## config.mk

```make
export PLATFORM = sky130hd
export DESIGN_NAME = parallel_camera_frame_capture_flat
export DESIGN_NICKNAME = d
export VERILOG_FILES = /design/src/hdl/pcfc_pkg.sv /design/src/hdl/pcfc_req_if.sv /design/src/hdl/pcfc_rsp_if.sv /design/src/hdl/pcfc_csr_if.sv /design/src/hdl/parallel_camera_frame_capture.sv /design/src/flat_wrapper.sv
export SDC_FILE = /design/constraint.sdc
export NUM_CORES = 1
export LEC_CHECK = 0
export BUFFER_PORTS_ARGS = -buffer_cell sky130_fd_sc_hd__buf_4
export CAP_MARGIN = 40
export CORE_ASPECT_RATIO = 0.9
export CORE_MARGIN = 1
export CORE_UTILIZATION = 29
export DETAILED_ROUTE_END_ITERATION = 7
export MAX_ROUTING_LAYER = met4
export PLACE_DENSITY_LB_ADDON = 0.12
export SKIP_CTS_REPAIR_TIMING = 1
export SLEW_MARGIN = 20
export SYNTH_ARGS = -nofsm -noshare
export SYNTH_HDL_FRONTEND = slang
export SYNTH_SLANG_ARGS = --single-unit
```

## constraint.sdc

```tcl
create_clock -name clock -period 4.3 [get_ports clock]
set_clock_uncertainty 0.05 [all_clocks]
set_input_delay 0.215 -clock clock [delete_from_list [all_inputs] [get_ports clock]]
set_output_delay 0.215 -clock clock [all_outputs]
set_load 0.05 [all_outputs]
```

## src/hdl/pcfc_pkg.sv

```systemverilog
`default_nettype none
package pcfc_pkg;

   localparam int MAX_WIDTH  = 2048;
   localparam int MAX_HEIGHT = 2048;

   // Register field widths are fixed by the register map.
   localparam int CFG_SIZE_W = 12;
   localparam int CSR_IDX_W  = 2;
   localparam int CSR_DATA_W = 12;
   localparam int PORT_W     = 16;
   localparam int BYTE_W     = 8;

   localparam int WIDTH_W  = $clog2(MAX_WIDTH + 1);
   localparam int HEIGHT_W = $clog2(MAX_HEIGHT + 1);
   localparam int BPL_W    = $clog2(2 * MAX_WIDTH + 1);

   localparam int Q_DEPTH = 4;
   localparam int Q_PTR_W = $clog2(Q_DEPTH);
   localparam int Q_CNT_W = $clog2(Q_DEPTH + 1);

   typedef enum logic [CSR_IDX_W-1:0] {
      CSR_FRAME_WIDTH    = 2'd0,
      CSR_FRAME_HEIGHT   = 2'd1,
      CSR_GRAYSCALE_MODE = 2'd2,
      CSR_SWAP_BYTES     = 2'd3
   } csr_index_type;

   typedef enum logic [5:0] {
      PH_IDLE      = 6'b000001,
      PH_VS_HIGH   = 6'b000010,
      PH_VS_LOW    = 6'b000100,
      PH_HREF_HIGH = 6'b001000,
      PH_BYTES     = 6'b010000,
      PH_HREF_LOW  = 6'b100000
   } phase_type;

   typedef struct packed {
      logic [BYTE_W-1:0] pixel_byte;
      logic              end_of_line;
      logic              end_of_frame;
      logic              last;
   } rsp_word_type;

   function automatic logic [WIDTH_W-1:0] clamp_width(input logic [CFG_SIZE_W-1:0] v);
      logic [WIDTH_W-1:0] r;
      if (v == '0) begin
         r = WIDTH_W'(1);
      end else if (32'(v) > MAX_WIDTH) begin
         r = WIDTH_W'(MAX_WIDTH);
      end else begin
         r = WIDTH_W'(v);
      end
      return r;
   endfunction

   function automatic logic [HEIGHT_W-1:0] clamp_height(input logic [CFG_SIZE_W-1:0] v);
      logic [HEIGHT_W-1:0] r;
      if (v == '0) begin
         r = HEIGHT_W'(1);
      end else if (32'(v) > MAX_HEIGHT) begin
         r = HEIGHT_W'(MAX_HEIGHT);
      end else begin
         r = HEIGHT_W'(v);
      end
      return r;
   endfunction

   // Data byte is the high port byte with D0 and D1 merged in from bits 3 and 2.
   function automatic logic [BYTE_W-1:0] remap_byte(input logic [PORT_W-1:0] p);
      return p[15:8] | {6'b000000, p[2], p[3]};
   endfunction

endpackage
`default_nettype wire

```

## src/hdl/pcfc_req_if.sv

```systemverilog
`default_nettype none
interface pcfc_req_if;
   logic                         valid;
   logic                         ready;
   logic                         command;
   logic                         vsync_level;
   logic                         href_level;
   logic                         pclk_level;
   logic [pcfc_pkg::PORT_W-1:0]  port_bits;

   modport source (output valid, command, vsync_level, href_level, pclk_level, port_bits,
                   input ready);
   modport sink (input valid, command, vsync_level, href_level, pclk_level, port_bits,
                 output ready);
endinterface
`default_nettype wire

```

## src/hdl/pcfc_rsp_if.sv

```systemverilog
`default_nettype none
interface pcfc_rsp_if;
   logic                         valid;
   logic                         ready;
   logic [pcfc_pkg::BYTE_W-1:0]  pixel_byte;
   logic                         end_of_line;
   logic                         end_of_frame;
   logic                         last;

   modport source (output valid, pixel_byte, end_of_line, end_of_frame, last,
                   input ready);
   modport sink (input valid, pixel_byte, end_of_line, end_of_frame, last,
                 output ready);
endinterface
`default_nettype wire

```

## src/hdl/pcfc_csr_if.sv

```systemverilog
`default_nettype none
interface pcfc_csr_if;
   logic                             valid;
   logic                             ready;
   logic [pcfc_pkg::CSR_IDX_W-1:0]   index;
   logic [pcfc_pkg::CSR_DATA_W-1:0]  data;

   modport source (output valid, index, data, input ready);
   modport sink (input valid, index, data, output ready);
endinterface
`default_nettype wire

```

## src/hdl/parallel_camera_frame_capture.sv

```systemverilog
`default_nettype none
// Captures one frame from an oversampled parallel camera bus. Each req word is one
// sample of the vsync, href, pclk and data pins, or an arm command that copies the
// size and mode registers and starts waiting for a vsync pulse. One req word is
// taken per clock while req is ready; the frame state and the byte remap are
// resolved in the cycle the word is accepted and its results (none, one, or two in
// swap mode) go into a four-word output queue. req is ready while the queue has
// room for two words, so with rsp always ready a sample is taken every cycle; a
// stalled rsp side backs up through the queue after at most four pending words.
// Register writes are always accepted and take effect at the next arm command.
module parallel_camera_frame_capture (
   input  wire         clock,
   input  wire         reset,
   pcfc_req_if.sink    req_bus,
   pcfc_rsp_if.source  rsp_bus,
   pcfc_csr_if.sink    csr_bus
);

   // Configuration registers.
   logic [pcfc_pkg::CFG_SIZE_W-1:0] frame_width_ff, frame_height_ff;
   logic                            grayscale_ff, swap_ff;

   // Settings latched at arm time.
   logic [pcfc_pkg::WIDTH_W-1:0]  lat_w_ff, lat_w_in;
   logic [pcfc_pkg::HEIGHT_W-1:0] lat_h_ff, lat_h_in;
   logic                          lat_gray_ff, lat_gray_in;
   logic                          lat_swap_ff, lat_swap_in;

   // Frame state.
   pcfc_pkg::phase_type             phase_ff, phase_in;
   logic [pcfc_pkg::HEIGHT_W-1:0]   line_count_ff, line_count_in;
   logic [pcfc_pkg::BPL_W-1:0]      byte_count_ff, byte_count_in;
   logic                            wait_high_ff, wait_high_in;
   logic [pcfc_pkg::BYTE_W-1:0]     held_byte_ff, held_byte_in;
   logic                            held_valid_ff, held_valid_in;

   // Output queue.
   pcfc_pkg::rsp_word_type          queue_ff [pcfc_pkg::Q_DEPTH];
   logic [pcfc_pkg::Q_PTR_W-1:0]    wr_ptr_ff, rd_ptr_ff;
   logic [pcfc_pkg::Q_CNT_W-1:0]    count_ff, count_in;

   logic                    req_fire, rsp_fire;
   logic [1:0]              push_n;
   pcfc_pkg::rsp_word_type  word0, word1;

   logic [pcfc_pkg::BYTE_W-1:0]    cur_byte;
   logic [pcfc_pkg::BPL_W:0]       bpl, byte_p1, byte_p2;
   logic [pcfc_pkg::HEIGHT_W:0]    line_p1;
   logic                           line_end, frame_end, gray_eol;

   assign csr_bus.ready = 1'b1;
   assign req_bus.ready = (count_ff <= pcfc_pkg::Q_CNT_W'(pcfc_pkg::Q_DEPTH - 2));
   assign req_fire      = req_bus.valid && req_bus.ready;

   assign rsp_bus.valid        = (count_ff != '0);
   assign rsp_bus.pixel_byte   = queue_ff[rd_ptr_ff].pixel_byte;
   assign rsp_bus.end_of_line  = queue_ff[rd_ptr_ff].end_of_line;
   assign rsp_bus.end_of_frame = queue_ff[rd_ptr_ff].end_of_frame;
   assign rsp_bus.last         = queue_ff[rd_ptr_ff].last;
   assign rsp_fire             = rsp_bus.valid && rsp_bus.ready;

   always_ff @(posedge clock) begin
      if (reset) begin
         frame_width_ff  <= pcfc_pkg::CFG_SIZE_W'(320);
         frame_height_ff <= pcfc_pkg::CFG_SIZE_W'(240);
         grayscale_ff    <= 1'b0;
         swap_ff         <= 1'b0;
      end else if (csr_bus.valid) begin
         unique case (pcfc_pkg::csr_index_type'(csr_bus.index))
            pcfc_pkg::CSR_FRAME_WIDTH:    frame_width_ff  <= csr_bus.data;
            pcfc_pkg::CSR_FRAME_HEIGHT:   frame_height_ff <= csr_bus.data;
            pcfc_pkg::CSR_GRAYSCALE_MODE: grayscale_ff    <= csr_bus.data[0];
            pcfc_pkg::CSR_SWAP_BYTES:     swap_ff         <= csr_bus.data[0];
            default: ;
         endcase
      end
   end

   assign cur_byte  = pcfc_pkg::remap_byte(req_bus.port_bits);
   assign bpl       = {1'b0, pcfc_pkg::BPL_W'({lat_w_ff, 1'b0})};
   assign byte_p1   = {1'b0, byte_count_ff} + 1'b1;
   assign byte_p2   = {1'b0, byte_count_ff} + 2'd2;
   assign line_p1   = {1'b0, line_count_ff} + 1'b1;
   assign line_end  = (byte_p1 >= bpl);
   assign frame_end = line_end && (line_p1 >= {1'b0, lat_h_ff});
   assign gray_eol  = (byte_p2 >= bpl);

   always_comb begin
      lat_w_in      = lat_w_ff;
      lat_h_in      = lat_h_ff;
      lat_gray_in   = lat_gray_ff;
      lat_swap_in   = lat_swap_ff;
      phase_in      = phase_ff;
      line_count_in = line_count_ff;
      byte_count_in = byte_count_ff;
      wait_high_in  = wait_high_ff;
      held_byte_in  = held_byte_ff;
      held_valid_in = held_valid_ff;
      push_n        = 2'd0;
      word0         = '{pixel_byte: cur_byte, end_of_line: line_end,
                        end_of_frame: frame_end, last: 1'b1};
      word1         = '{pixel_byte: (held_valid_ff ? held_byte_ff : '0),
                        end_of_line: line_end, end_of_frame: frame_end, last: 1'b1};

      if (req_fire) begin
         if (req_bus.command) begin
            lat_w_in      = pcfc_pkg::clamp_width(frame_width_ff);
            lat_h_in      = pcfc_pkg::clamp_height(frame_height_ff);
            lat_gray_in   = grayscale_ff;
            lat_swap_in   = swap_ff;
            phase_in      = pcfc_pkg::PH_VS_HIGH;
            line_count_in = '0;
            byte_count_in = '0;
            wait_high_in  = 1'b0;
            held_byte_in  = '0;
            held_valid_in = 1'b0;
         end else begin
            unique case (phase_ff)
               pcfc_pkg::PH_IDLE: ;
               pcfc_pkg::PH_VS_HIGH: begin
                  if (req_bus.vsync_level) begin
                     phase_in = pcfc_pkg::PH_VS_LOW;
                  end
               end
               pcfc_pkg::PH_VS_LOW: begin
                  if (!req_bus.vsync_level) begin
                     phase_in      = pcfc_pkg::PH_HREF_HIGH;
                     line_count_in = '0;
                  end
               end
               pcfc_pkg::PH_HREF_HIGH: begin
                  if (req_bus.href_level) begin
                     phase_in      = pcfc_pkg::PH_BYTES;
                     byte_count_in = '0;
                     wait_high_in  = 1'b0;
                  end
               end
               pcfc_pkg::PH_BYTES: begin
                  if (!wait_high_ff) begin
                     if (!req_bus.pclk_level) begin
                        wait_high_in = 1'b1;
                        if (lat_gray_ff) begin
                           if (!byte_count_ff[0]) begin
                              word0.end_of_line  = gray_eol;
                              word0.end_of_frame = gray_eol &&
                                                   (line_p1 >= {1'b0, lat_h_ff});
                              push_n = 2'd1;
                           end
                        end else if (lat_swap_ff) begin
                           // Even byte is held; the odd byte releases the pair reversed.
                           if (!byte_count_ff[0]) begin
                              held_byte_in  = cur_byte;
                              held_valid_in = 1'b1;
                           end else begin
                              word0.end_of_line  = 1'b0;
                              word0.end_of_frame = 1'b0;
                              word0.last         = 1'b0;
                              held_valid_in      = 1'b0;
                              push_n             = 2'd2;
                           end
                        end else begin
                           push_n = 2'd1;
                        end
                     end
                  end else if (req_bus.pclk_level) begin
                     wait_high_in  = 1'b0;
                     byte_count_in = byte_p1[pcfc_pkg::BPL_W-1:0];
                     if (byte_p1 >= bpl) begin
                        phase_in = pcfc_pkg::PH_HREF_LOW;
                     end
                  end
               end
               pcfc_pkg::PH_HREF_LOW: begin
                  if (!req_bus.href_level) begin
                     line_count_in = line_p1[pcfc_pkg::HEIGHT_W-1:0];
                     phase_in = (line_p1 >= {1'b0, lat_h_ff}) ? pcfc_pkg::PH_IDLE
                                                              : pcfc_pkg::PH_HREF_HIGH;
                  end
               end
               default: phase_in = pcfc_pkg::PH_IDLE;
            endcase
         end
      end
   end

   assign count_in = count_ff + pcfc_pkg::Q_CNT_W'(push_n) -
                     pcfc_pkg::Q_CNT_W'(rsp_fire);

   always_ff @(posedge clock) begin
      if (reset) begin
         lat_w_ff      <= pcfc_pkg::clamp_width(pcfc_pkg::CFG_SIZE_W'(320));
         lat_h_ff      <= pcfc_pkg::clamp_height(pcfc_pkg::CFG_SIZE_W'(240));
         lat_gray_ff   <= 1'b0;
         lat_swap_ff   <= 1'b0;
         phase_ff      <= pcfc_pkg::PH_IDLE;
         line_count_ff <= '0;
         byte_count_ff <= '0;
         wait_high_ff  <= 1'b0;
         held_byte_ff  <= '0;
         held_valid_ff <= 1'b0;
         wr_ptr_ff     <= '0;
         rd_ptr_ff     <= '0;
         count_ff      <= '0;
      end else begin
         lat_w_ff      <= lat_w_in;
         lat_h_ff      <= lat_h_in;
         lat_gray_ff   <= lat_gray_in;
         lat_swap_ff   <= lat_swap_in;
         phase_ff      <= phase_in;
         line_count_ff <= line_count_in;
         byte_count_ff <= byte_count_in;
         wait_high_ff  <= wait_high_in;
         held_byte_ff  <= held_byte_in;
         held_valid_ff <= held_valid_in;
         wr_ptr_ff     <= wr_ptr_ff + pcfc_pkg::Q_PTR_W'(push_n);
         rd_ptr_ff     <= rd_ptr_ff + pcfc_pkg::Q_PTR_W'(rsp_fire);
         count_ff      <= count_in;
      end
   end

   always_ff @(posedge clock) begin
      if (push_n != 2'd0) begin
         queue_ff[wr_ptr_ff] <= word0;
      end
      if (push_n == 2'd2) begin
         queue_ff[wr_ptr_ff + 1'b1] <= word1;
      end
   end

endmodule
`default_nettype wire
```

## src/flat_wrapper.sv

```systemverilog
// flat-port wrapper written by rule: the top's interface ports become plain ports
module parallel_camera_frame_capture_flat 
  (clock, reset, req_bus_valid, req_bus_command, req_bus_vsync_level, req_bus_href_level, req_bus_pclk_level, req_bus_port_bits, req_bus_ready, rsp_bus_valid, rsp_bus_pixel_byte, rsp_bus_end_of_line, rsp_bus_end_of_frame, rsp_bus_last, rsp_bus_ready, csr_bus_valid, csr_bus_index, csr_bus_data, csr_bus_ready);
  pcfc_req_if req_bus_i ();
  pcfc_rsp_if rsp_bus_i ();
  pcfc_csr_if csr_bus_i ();
  input  wire clock;
  input  wire reset;
  input wire logic [$bits(req_bus_i.valid)-1:0] req_bus_valid;
  input wire logic [$bits(req_bus_i.command)-1:0] req_bus_command;
  input wire logic [$bits(req_bus_i.vsync_level)-1:0] req_bus_vsync_level;
  input wire logic [$bits(req_bus_i.href_level)-1:0] req_bus_href_level;
  input wire logic [$bits(req_bus_i.pclk_level)-1:0] req_bus_pclk_level;
  input wire logic [$bits(req_bus_i.port_bits)-1:0] req_bus_port_bits;
  output wire logic [$bits(req_bus_i.ready)-1:0] req_bus_ready;
  output wire logic [$bits(rsp_bus_i.valid)-1:0] rsp_bus_valid;
  output wire logic [$bits(rsp_bus_i.pixel_byte)-1:0] rsp_bus_pixel_byte;
  output wire logic [$bits(rsp_bus_i.end_of_line)-1:0] rsp_bus_end_of_line;
  output wire logic [$bits(rsp_bus_i.end_of_frame)-1:0] rsp_bus_end_of_frame;
  output wire logic [$bits(rsp_bus_i.last)-1:0] rsp_bus_last;
  input wire logic [$bits(rsp_bus_i.ready)-1:0] rsp_bus_ready;
  input wire logic [$bits(csr_bus_i.valid)-1:0] csr_bus_valid;
  input wire logic [$bits(csr_bus_i.index)-1:0] csr_bus_index;
  input wire logic [$bits(csr_bus_i.data)-1:0] csr_bus_data;
  output wire logic [$bits(csr_bus_i.ready)-1:0] csr_bus_ready;
  assign req_bus_i.valid = req_bus_valid;
  assign req_bus_i.command = req_bus_command;
  assign req_bus_i.vsync_level = req_bus_vsync_level;
  assign req_bus_i.href_level = req_bus_href_level;
  assign req_bus_i.pclk_level = req_bus_pclk_level;
  assign req_bus_i.port_bits = req_bus_port_bits;
  assign req_bus_ready = req_bus_i.ready;
  assign rsp_bus_valid = rsp_bus_i.valid;
  assign rsp_bus_pixel_byte = rsp_bus_i.pixel_byte;
  assign rsp_bus_end_of_line = rsp_bus_i.end_of_line;
  assign rsp_bus_end_of_frame = rsp_bus_i.end_of_frame;
  assign rsp_bus_last = rsp_bus_i.last;
  assign rsp_bus_i.ready = rsp_bus_ready;
  assign csr_bus_i.valid = csr_bus_valid;
  assign csr_bus_i.index = csr_bus_index;
  assign csr_bus_i.data = csr_bus_data;
  assign csr_bus_ready = csr_bus_i.ready;
  parallel_camera_frame_capture u_core (.clock(clock), .reset(reset), .req_bus(req_bus_i), .rsp_bus(rsp_bus_i), .csr_bus(csr_bus_i));
endmodule
```

Word-level counts from Yosys, hierarchy flattened
Memory sizes are Yosys's and may differ from the RTL's. A register that Yosys moved wholly into a read port is not among the register bits.
Cells that the tools add are included.
Widths: inputs -> output; s select.
{"block": "word_totals", "n_memories": 1, "in_bits": 39, "ramBits": 44, "mem_bits_ro": 0, "reg_bits": 100, "out_inout_bits": 14, "latchBits": 0}
{"memory": "u_core.queue_ff", "words": 4, "width": 11, "read_ports": 1, "rd_ports_with_merged_regs": 1, "write_ports": 2, "line": "parallel_camera_frame_capture.sv:38", "rtl": "pcfc_pkg::rsp_word_type queue_ff [pcfc_pkg::Q_DEPTH];"}
{"block": "op_classes", "bitwise": 1, "addsub": 8, "eq_ne": 22, "mux": 66, "n_shift": 0, "n_div": 0, "order_cmp": 6, "reduce_logical": 24, "mul": 0}
{"operator": "$mux 12", "n": 7}
{"operator": "$mux 8", "n": 8}
{"operator": "$mux 13", "n": 4}
{"operator": "$mux 6", "n": 8}
{"operator": "$pmux 6 s6", "n": 1}
{"operator": "$ge 14x13->1", "n": 2}
{"operator": "$pmux 13 s2", "n": 1}
{"operator": "$gt 12x12->1 const B", "n": 2}
{"operator": "$logic_not 12->1", "n": 2}
{"operator": "$pmux 12 s2", "n": 1}
{"operator": "$mux 2", "n": 11}
{"operator": "$mux 3", "n": 7}
{"operator": "$mux 1", "n": 16}
{"operator": "$ne 3x3->1 const B", "n": 5}
{"operator": "$add 13x1->14 const B", "n": 1}
{"operator": "$add 13x2->14 const B", "n": 1}
{"operator": "$add 12x1->13 const B", "n": 1}
{"operator": "$ge 13x12->1", "n": 1}
{"operator": "$ne 2x2->1 const B", "n": 5}
{"operator": "$reduce_and 2->1", "n": 5}
{"operator": "$reduce_and 9->1", "n": 1}
{"operator": "$reduce_bool 3->1", "n": 3}
{"operator": "$or 8x2->8", "n": 1}
{"operator": "$reduce_and 7->1", "n": 1}
{"operator": "other kinds (24)", "n": 32}

Logic depth before layout (Yosys ltp)
Gate-level depths: netlist (run 1).
{"block": "depth", "depth_word": 11, "mapped_depth": 14}

Least setup slack after synthesis (run 1)
OpenSTA, ideal clock, no wires.
{"block": "synth_path", "kind": "reg-to-reg", "start": "register u_core.byte_count_ff[0] (netlist bit)", "end": "memory u_core.queue_ff[0][1] (netlist bit) (data pin)", "setup_slack_ns": 1.028, "t_required_ns": 3.982, "stages_incl_launch_ff": 15, "arrival_ns": 2.954, "path_cell_list": "dfxtp_1 ha_1 nand3_1 or2_2 clkbuf_1 nor2_1 xor2_1 ha_1 a21oi_1 a21boi_0 o31ai_1 and3_1 buf_1 a2bb2oi_1 nor3_1"}
{"item": "start, declared", "line": "parallel_camera_frame_capture.sv:32", "rtl": "logic [pcfc_pkg::BPL_W-1:0] byte_count_ff, byte_count_in;"}
{"item": "start signal, assigned", "line": "parallel_camera_frame_capture.sv:211", "rtl": "byte_count_ff <= byte_count_in;"}
{"item": "end, declared", "line": "parallel_camera_frame_capture.sv:38"}

==> results of run 1 <==
layout make-up:
cell class	count	area (um2)	share of cell area
Multi-Input combinational cell	636	4110	0.456
Sequential cell	144	3280	0.365
Timing Repair Buffer	62	477	0.0530
Tap cell	348	435	0.0484
Clock buffer	18	429	0.0477
Inverter	38	143	0.0159
Clock inverter	14	123	0.0136
state kept, by name, indices dropped and copies added (netlist names), 2 cells and up:
signal and cells:
u_core.byte_count_ff 13, u_core.held_byte_ff 8, u_core.line_count_ff 12, u_core.count_ff 3
u_core.frame_width_ff 12, u_core.queue_ff 44, u_core.lat_h_ff 12, u_core.lat_w_ff 12
u_core.frame_height_ff 12, u_core.rd_ptr_ff 2, u_core.wr_ptr_ff 2, u_core.phase_ff 6
worst min path at each step:
| stage | startpoint | endpoint | slack, ps |
|---|---|---|---|
| 6_report | csr_bus_data[4] | u_core.frame_height_ff[4] | -20 |
| 5_1_grt | csr_bus_data[4] | u_core.frame_height_ff[4] | 0.6 |
| 4_1_cts | csr_bus_data[6] | u_core.frame_width_ff[6] | -50 |
| 3_5_place_dp | u_core.held_byte_ff[0] | u_core.held_byte_ff[0] | 400 |
| 3_3_place_gp | csr_bus_data[6] | u_core.frame_width_ff[6] | 400 |
| 2_1_floorplan | csr_bus_data[6] | u_core.frame_width_ff[6] | 290 |
per-layer routing:
layer  wire length [um]  vias up  track usage
met5                  0        -            -
met4                227        0       0.0455
met3                421       12       0.0243
met2               9410       83        0.253
met1              10500     2901        0.214
li1                   -     3149            -
power by group:
part	switching, W	leakage, nW	internal, W
logic	0.000328	1.82	0.000222
registers	0.0000630	1.26	0.00143
clock network	0.000649	0.258	0.000758
layout by cell type (no fill, tap or decap), types with 6 or more instances in the layout:
| cell | n |
|---|---|
| nand2_1 | 134 |
| dfxtp_1 | 104 |
| nor2_1 | 74 |
| a21oi_1 | 66 |
| buf_4 | 58 |
| ha_1 | 45 |
| o21ai_0 | 40 |
| edfxtp_1 | 40 |
| inv_1 | 37 |
| nand3_1 | 32 |
| a22oi_1 | 27 |
| xnor2_1 | 22 |
| clkbuf_16 | 17 |
| xor2_1 | 14 |
| nand2b_1 | 12 |
| nor2b_1 | 11 |
| mux4_2 | 11 |
| nand3b_1 | 11 |
| nor3_1 | 10 |
| nand4_1 | 10 |
| o22ai_1 | 10 |
| o21ai_1 | 8 |
| or2_2 | 7 |
| nor4_1 | 6 |
| o21a_1 | 6 |
| a221o_1 | 6 |
critical path, stage by stage, from the launching register on:
cell	delay, ps
dfxtp_1	410
ha_1	270
nand3_1	220
or2_2	400
nor2_1	130
xor2_1	220
ha_1	300
a21oi_1	160
a21boi_0	100
o31ai_1	310
and3_1	420
a2bb2oi_1	240
nor3_1	80
per-stage QoR:
stage          instance area [um2]  hold WS (ps)   util  instances  total power [W]
2_1_floorplan                 7710           286      -        862          0.00189
3_3_place_gp                  8400           395  0.322       1223          0.00207
3_5_place_dp                  8410           398  0.323       1225          0.00208
4_1_cts                       8970         -48.6  0.344       1257          0.00350
5_1_grt                       9000         0.606  0.345       1260          0.00361
6_report                      9000         -19.7  0.345       1260          0.00345
cell families after synthesis:
family                   synth area share
flip-flops                          0.426
adder cells (fa/ha/maj)            0.0782
AO/OA/AOI/OAI                       0.153
multiplexers                       0.0386
AND/OR/NAND/NOR                     0.221
other                            0.000486
XOR/XNOR                           0.0409
buffers and inverters              0.0422
==> summary.md, run 1 <==
| Metric | Value |
|---|---|
| Outcome | `finished with violations` |
| Failing checks | `negative hold slack` |
| Ys Warns | `0` |
| Clk slew on worst S/H paths | `60 ps` |
| Tcrit/Tclk final | `0.830` |
| Area Overhead vs Synth | `16.6%` |
| Syn_nets | `947` |
| Final Max Tran Viols | `0` |
| Top-area cell type share of the netlist area | `0.270` |
| Synthesis-stage register bit count | `144` |
| CTS tree | `built` |
| PwrDens | `383 nW/um2` |
| WL/cell | `16.3 um` |
| RePlAce Congestion | `0.801` |
| Worst flop-to-flop path endpoint | `u_core.queue_ff[0][1]` |
| # port buffers | `45` |
| First DRT Iteration DRCs | `359` |
| Count leader, synth | `nand2_1` |
| Synth unique cells | `70` |
| Initial DRT Pass Iterations | `5` |
| Diodes inserted | `0` |
| Die area | `27300 um2` |
| Worst-Margin Slew | `724 ps` |
| Die Y | `157 um` |
| DRC violations left | `0` |
| Fin crit period | `3570 ps` |
| Critical Path Fanout Max | `9` |
| Leak | `3.34 nW` |
| Hold Path Stages | `3` |
| Ys async rst share | `0` |
| Die W | `174 um` |
| Congestion Overflow GR | `0` |
| Final-layout fill cell count | `2771` |
| CTS buffer count | `17` |
| Fin Setup TNS | `0 ps` |
| Seq/Total Area, Yosys | `0.426` |
| Root Driver | `clkbuf_16` |
| Pre-CTS WS | `771 ps` |
| Antenna Nets Post-Route | `0` |
| RSZ-0062 raised after global routing | `no` |
| Commonest cells post-synth | `134 x nand2_1, 104 x dfxtp_1, 74 x nor2_1` |
| Post-Syn Area | `7710 um2` |
| Critical path arrival | `3680 ps` |
| Total wire length | `20.5 mm` |
| Critical Path Start Type | `register` |
| Core footprint | `26100 um2` |
| Gate count of the mapped netlist | `862` |
| R2R depth | `12` |
| Worst Path Required | `4410 ps` |
| Clk Latency, worst-skew pair | `420 ps` |
| Share of cells above drive strength 1 | `0.137` |
| Via count | `6145` |
| Number of synthesized flops with an enable pin | `40` |
| First-pass GRT wire length | `33.4 mm` |
| WS Path Type | `register to register` |
| Top_reg_cell synth | `dfxtp_1` |
| Max cap viols | `0` |
| Initial antenna violation count | `0` |
| CP Capture Type | `register` |
| Final setup margin | `731 ps` |
| VDD IR max | `0.000229 V` |
| R2r startpoint | `u_core.byte_count_ff[1]` |
| Initial core utilization | `0.296` |
| Critical Path Sink | `u_core.queue_ff[0][1]` |
| DP Wirelength | `14.2 mm` |
| Count of final setup violators | `0` |
| Boundary Pins | `53` |
| Yosys top cell by area | `dfxtp_1` |
| Largest cells by area after synthesis | `dfxtp_1 27%, edfxtp_1 16%, ha_1 7.3%, nand2_1 6.5%, a21oi_1 4.3%` |
| R2r setup slk | `730 ps` |
| Final hold slack | `-19.7 ps` |
| Pin count of the biggest net entering global routing | `61` |
| H-tree levels | `4` |
| Syn avg cell area | `8.95 um2` |
| Critical path launch point | `u_core.byte_count_ff[1]` |
| Fmax | `280 MHz` |
| Overall Global Routing Usage | `0.161` |
| Tightest Hold Check Type | `primary input to register` |
| Fin nets | `984` |
| Max clock buf depth | `2` |
| Vias in the first global route | `6050` |
| Max-slew headroom | `0.516` |
| Clock sinks | `144` |
| DR vias/cell | `4.88` |
| Fin. Hold Viols | `3` |
| Rows | `56` |
No activity file was read; power rests on OpenSTA's default activity.
==> run 2: changes to the inputs <==
==> constraint.sdc (replaced) <==
create_clock -name clock -period 2.9 [get_ports clock]
set_clock_uncertainty 0.05 [all_clocks]
set_input_delay 0.145 -clock clock [delete_from_list [all_inputs] [get_ports clock]]
set_output_delay 0.145 -clock clock [all_outputs]
set_load 0.05 [all_outputs]
==> summary.md, run 2 (synthesis results as in run 1) <==
| Metric | Value |
|---|---|
| Outcome | `finished with violations` |
| Failing checks | `negative hold slack` |
| Max clock buf depth | `2 (unchanged)` |
| Leak | `3.78 nW (+13%)` |
| DP Wirelength | `15.0 mm (+5.7%)` |
| Slowest stage cell, crit path | `dfxtp_4` |
| H-tree levels | `4 (unchanged)` |
| Critical Path Start Type | `register` |
| Antenna Nets Post-Route | `0 (unchanged)` |
| Max reg flops | `44 (unchanged)` |
| Worst-Margin Slew | `775 ps (+50.6 ps)` |
| CTS tree | `built` |
| Final hold slack | `-6.54 ps (+13.1 ps)` |
| Initial antenna violation count | `0 (unchanged)` |
| P_int | `0.00369 W (+53%)` |
| Share of cells above drive strength 1 | `0.236 (+0.0990)` |
| Top flop regs | `u_core.queue_ff x44, u_core.byte_count_ff x13` |
| Multi-input logic area | `4380 um2 (+6.7%)` |
| Root Driver | `clkbuf_16` |
| Critical path arrival | `2990 ps (-690 ps)` |
| First-pass GRT wire length | `34.5 mm (+3.5%)` |
| Largest register by flop count | `u_core.queue_ff` |
| Overall Global Routing Usage | `0.169 (+0.00808)` |
| RePlAce Congestion | `0.830 (+3.6%)` |
| Placed cell count | `1278 (+4.3%)` |
| Clk slew on worst S/H paths | `70 ps (about the same)` |
| Clk Latency, worst-skew pair | `430 ps (about the same)` |
| Final Max Tran Viols | `0 (unchanged)` |
| PwrDens | `529 nW/um2 (+38%)` |
| Clock sinks | `144 (unchanged)` |
| Grt peak-use layer | `met2` |
| Psw | `0.00157 W (+51%)` |
| Most common cell after layout, fill and taps aside | `nand2_1` |
| Share of power burned in registers | `0.415 (-0.018)` |
| Final Cell Area | `9940 um2 (+11%)` |
| # port buffers | `45 (unchanged)` |
| Fin nets | `1059 (+7.6%)` |
| Overall Power | `0.00526 W (+52%)` |
| WL/cell | `15.9 um (-2.2%)` |
| GR Util met3 | `0.0258 (+0.00146)` |
| RSZ-0062 raised after global routing | `yes` |
| Commonest non-fill, non-tap cells in the layout | `132 x nand2_1, 113 x buf_4, 97 x dfxtp_1` |
| Fin crit period | `2870 ps (-699 ps)` |
| Die Y | `157 um (unchanged)` |
| Max-slew headroom | `0.483 (-0.0331)` |
| Vias in the first global route | `6309 (+4.3%)` |
| CP Capture Type | `register` |
| Critical Path Fanout Max | `4 (-5)` |
| VDD IR max | `0.000388 V (+69%)` |
| Boundary Pins | `53 (unchanged)` |
| CP max stage delay | `380 ps (-40 ps)` |
| Tcrit/Tclk final | `0.989 (+0.160)` |
| DR vias/cell | `4.77 (-2.2%)` |
| DRC violations left | `0 (unchanged)` |
| Critical path cell sequence | `ha_4 -> and3_4 -> nand4_1 -> nor2_1 -> xor2_1 -> ha_1 -> nand4_1 -> nor2_2 -> o31ai_2 -> and3_4 -> a2bb2oi_4 -> nor2_1` |
| Sw Share | `0.299 (-0.00274)` |
| Initial core utilization | `0.296 (unchanged)` |
| Worst Path Required | `3020 ps (-1390 ps)` |
| Total wire length | `21.3 mm (+3.6%)` |
| Die area | `27300 um2 (unchanged)` |
| Met2 Track Usage GR | `0.272 (+0.0198)` |
| Clock power share | `0.415 (+0.007)` |
| Fmax | `348 MHz (+24%)` |
| Comb pwr share | `0.170 (+0.010)` |
| Tightest Hold Check Type | `primary input to register` |
| Area Overhead vs Synth | `28.9%` |
| Die W | `174 um (unchanged)` |
| Count of final setup violators | `0 (unchanged)` |
| Rows | `56 (unchanged)` |
| Initial DRT Pass Iterations | `5 (unchanged)` |
| Fin. Hold Viols | `1 (-2)` |
| Fin Setup TNS | `0 ps (unchanged)` |
| Final std cells w/o fill | `1335 (+6.0%)` |
| Via count | `6367 (+3.6%)` |
| Delay-heaviest family, CP | `simple AND/OR/NAND/NOR gates` |
| Reg area | `3300 um2 (+0.50%)` |
| Core footprint | `26100 um2 (unchanged)` |
| Congestion Overflow GR | `0 (unchanged)` |
| Area post-placement | `8860 um2 (+5.3%)` |
| Diodes inserted | `0 (unchanged)` |
| First DRT Iteration DRCs | `369 (+2.8%)` |
| WS Path Type | `register to register` |
| Met1 global-route usage | `0.220 (+0.00637)` |
| Final-layout fill cell count | `2712 (-2.1%)` |
| Max cap viols | `0 (unchanged)` |
| Pin count of the biggest net entering global routing | `70 (+15%)` |
| CTS buffer count | `17 (unchanged)` |
| CP Buf/Inv Count | `0 (unchanged)` |
run 2: changes by cell type in the layout (fill, tap and decap cells not counted), sizes merged:
cell / before / now
clkinv: 3 / 2
bufinv: 0 / 1
clkinvlp: 4 / 5
buf: 59 / 117
clkbuf: 18 / 17
dlygate4sd3: 3 / 20
run 2: metrics by stage:
| stage | worst slack (ps) | utilization |
|---|---|---|
| after detailed placement | -91.7 | 0.340 |
| after global routing | -166 | 0.381 |
| after CTS | -124 | 0.362 |
| after global placement | -49.0 | 0.340 |
| final | 30.5 | 0.381 |
| after floorplan | -12.1 | - |
run 2: worst reg2reg max path: stages, from the launching register on:
cell       delay [ps]
dfxtp_4           380
ha_4              130
and3_4            200
nand4_1           130
nor2_1            150
xor2_1            250
ha_1              290
nand4_1           160
nor2_2             60
o31ai_2           320
and3_4            280
a2bb2oi_4         160
nor2_1             60
run 2: power groups by stage:
stage               Clock (W)  Combinational, W  Sequential, W
floorplan                   0          0.000600        0.00221
global placement            0          0.000875        0.00223
detailed placement          0          0.000875        0.00223
CTS                   0.00224          0.000881        0.00219
global route          0.00231          0.000984        0.00219
finish                0.00218          0.000895        0.00218
run 2: area by class of cell:
class / count / area share
multi-input combinational: 636 / 0.441
sequential: 144 / 0.332
timing repair buffer: 137 / 0.111
tap: 348 / 0.0438
clock buffer: 17 / 0.0428
clock inverter: 15 / 0.0150
inverter: 38 / 0.0143
run 2: path summary, 6_finish.rpt:
path / cells past startpoint / slack, ps / end / startpoint
setup reg to reg: 12 / 30 / u_core.queue_ff[0][2] / u_core.byte_count_ff[1]
setup / recovery: 12 / 30 / u_core.queue_ff[0][2] / u_core.byte_count_ff[1]
hold reg to reg: 2 / 410 / u_core.held_byte_ff[1] / u_core.held_byte_ff[1]
hold / removal: 3 / -7 / u_core.held_byte_ff[1] / req_bus_port_bits[2]
run 2: metal layers:
metal | up-vias | part of all wire
met1 | 2964 | 0.49
met4 | 0 | 0.0086
met5 | - | 0
met2 | 95 | 0.47
met3 | 16 | 0.027
li1 | 3292 | -
==> run 3: changes to the inputs <==
--- a/config.mk
+++ b/config.mk
@@ -9,10 +9,11 @@
 export CAP_MARGIN = 40
 export CORE_ASPECT_RATIO = 0.9
 export CORE_MARGIN = 1
-export CORE_UTILIZATION = 29
+export CORE_UTILIZATION = 55
 export DETAILED_ROUTE_END_ITERATION = 7
 export MAX_ROUTING_LAYER = met4
 export PLACE_DENSITY_LB_ADDON = 0.12
+export RECOVER_POWER = 50
 export SKIP_CTS_REPAIR_TIMING = 1
 export SLEW_MARGIN = 20
 export SYNTH_ARGS = -nofsm -noshare
==> summary.md, run 3 (synthesis results as in run 1) <==
| Metric | Value |
|---|---|
| Worst-Margin Slew | `823 ps (+48.1 ps)` |
| RePlAce Congestion | `0.951 (+15%)` |
| First DRT Iteration DRCs | `638 (+73%)` |
| Hold Path Stages | `3 (unchanged)` |
| Outcome | `finished with violations` |
| Leak | `3.72 nW (-1.4%)` |
| CTS buffer count | `17 (unchanged)` |
| Clk slew on worst S/H paths | `60 ps (about the same)` |
| Fin nets | `1061 (+0.19%)` |
| Top flop regs | `u_core.queue_ff x44, u_core.byte_count_ff x13` |
| Fin. Hold Viols | `2 (+1)` |
| Final setup margin | `-30.2 ps (-60.7 ps)` |
| Max reg flops | `44 (unchanged)` |
| Diodes inserted | `0 (unchanged)` |
| Critical Path Fanout Max | `7 (+3)` |
| RSZ-0062 raised after global routing | `yes` |
| Most common cell after layout, fill and taps aside | `nand2_1` |
| PwrDens | `538 nW/um2 (+1.7%)` |
| Root Driver | `clkbuf_16` |
| Die W | `127 um (-27%)` |
| # port buffers | `45 (unchanged)` |
| Max clock buf depth | `2 (unchanged)` |
| Failing checks | `negative hold slack, negative setup slack` |
| Rows | `40 (-29%)` |
| Antenna Nets Post-Route | `0 (unchanged)` |
| WL/cell | `17.5 um (+9.9%)` |
| Reg area | `3290 um2 (-0.27%)` |
| Worst Path Required | `3090 ps (+70 ps)` |
| Fmax | `341 MHz (-2.1%)` |
| Total wire length | `20.2 mm (-4.9%)` |
| Critical Path Start Type | `register` |
| Final-layout fill cell count | `1038 (-62%)` |
| CTS tree | `built` |
| Die Y | `114 um (-27%)` |
| Largest register by flop count | `u_core.queue_ff` |
| Congestion Overflow GR | `0 (unchanged)` |
| Die area | `14500 um2 (-47%)` |
| Critical path launch point | `u_core.byte_count_ff[1]` |
| R2r setup slk | `-30 ps (-60 ps)` |
| Initial DRT Pass Iterations | `8 (+3)` |
| Critical path arrival | `3120 ps (+130 ps)` |
| DP Wirelength | `14.6 mm (-2.9%)` |
| Overall Power | `0.00516 W (-1.8%)` |
| Overall Global Routing Usage | `0.290 (+0.122)` |
| Final Max Tran Viols | `0 (unchanged)` |
| DR vias/cell | `5.86 (+23%)` |
| Final hold slack | `-8.34 ps (-1.80 ps)` |
| CP Capture Type | `register` |
| R2r startpoint | `u_core.byte_count_ff[1]` |
| DRC violations left | `0 (unchanged)` |
| Fin crit period | `2930 ps (+60.7 ps)` |
| WS Path Type | `register to register` |
| Hold path startpoint | `req_bus_port_bits[8]` |
| Boundary Pins | `53 (unchanged)` |
| Commonest non-fill, non-tap cells in the layout | `131 x nand2_1, 100 x buf_4, 100 x dfxtp_1` |
| Tightest Hold Check Type | `primary input to register` |
| Pin count of the biggest net entering global routing | `63 (-10%)` |
| Multi-input logic area | `4340 um2 (-0.88%)` |
| R2R depth | `14 (+2)` |
| Min-Delay Endpoint | `u_core.held_byte_ff[0]` |
| Initial core utilization | `0.571 (+0.275)` |
| Clk Latency, worst-skew pair | `420 ps (about the same)` |
| Area Overhead vs Synth | `24.4%` |
| Initial antenna violation count | `0 (unchanged)` |
| Max-slew headroom | `0.451 (-0.0321)` |
| VDD IR max | `0.000407 V (+4.9%)` |
| Max cap viols | `0 (unchanged)` |
| Core footprint | `13500 um2 (-48%)` |
| First-pass GRT wire length | `31.7 mm (-8.2%)` |
| Vias in the first global route | `6467 (+2.5%)` |
| Worst flop-to-flop path endpoint | `u_core.queue_ff[1][1]` |
| Clock sinks | `144 (unchanged)` |
| Count of final setup violators | `2 (+2)` |
| H-tree levels | `4 (unchanged)` |
| Via count | `6775 (+6.4%)` |
| Share of cells above drive strength 1 | `0.200 (-0.0357)` |
| Tcrit/Tclk final | `1.01 (+0.0209)` |
==> run 3: cell count changes in the layout (fill, tap and decap cells not counted), sizes merged <==
cell         before  now
buf             117  103
inv              45   39
clkbuf           17   36
bufinv            1    3
clkinv            2    9
clkinvlp          5    1
dlygate4sd3      20   17
==> run 3: critical path, cell delays in order, from the launching register on <==
cell and delay, ps:
dfxtp_4 380, ha_4 140, buf_4 120, nand3_2 90
nor2_4 150, buf_6 110, xor2_1 60, ha_1 320
nand2_1 80, a211oi_2 220, o211ai_1 190, a41oi_2 260
buf_6 170, nand3_1 120, a221oi_2 270
==> run 3: where the power goes <==
part,switching (W),total (W),internal [W]
clock,0.000806,0.00213,0.00133
sequential,0.0000558,0.00218,0.00212
combinational,0.000534,0.000853,0.000319
total,0.00140,0.00516,0.00377
==> run 3: metrics by stage <==
stage / worst slack, ps / instance area [um2] / instances / utilization / setup TNS [ps]
finish: -30.2 / 9600 / 1156 / 0.710 / -50.9
global route: -130 / 9600 / 1156 / 0.710 / -2050
CTS: -216 / 9230 / 1132 / 0.683 / -1130
detailed placement: -141 / 8660 / 1101 / 0.641 / -747
global placement: -47.7 / 8660 / 1101 / 0.641 / -199
floorplan: -12.1 / 7760 / 862 / - / -12.1
==> run 3: final cells by class <==
cell class / count / area share
clock buffers: 17 / 0.0443
clock inverters: 14 / 0.0154
inverters: 38 / 0.0149
multi-input cells: 636 / 0.453
flip-flops and latches: 144 / 0.343
well taps: 168 / 0.0219
repair buffers: 139 / 0.108
==> run 3: worst max path at each step <==
stage / endpoint / depth (start not counted) / slack [ps]
after floorplan: u_core.queue_ff[0][1] / 14 / -10
after global placement: u_core.queue_ff[1][1] / 13 / -50
after detailed placement: u_core.queue_ff[3][1] / 13 / -140
after CTS: u_core.phase_ff[0] / 11 / -220
after global routing: u_core.queue_ff[1][1] / 14 / -130
final: u_core.queue_ff[1][1] / 14 / -30
==> run 3: layer usage <==
layer | share of wire | up-vias | wire [um] | GRT usage
met4 | 0.015 | 0 | 297 | 0.0889
met5 | 0 | - | 0 | -
li1 | - | 3298 | - | -
met1 | 0.45 | 3217 | 9060 | 0.372
met2 | 0.48 | 224 | 9710 | 0.467
met3 | 0.057 | 36 | 1160 | 0.0570
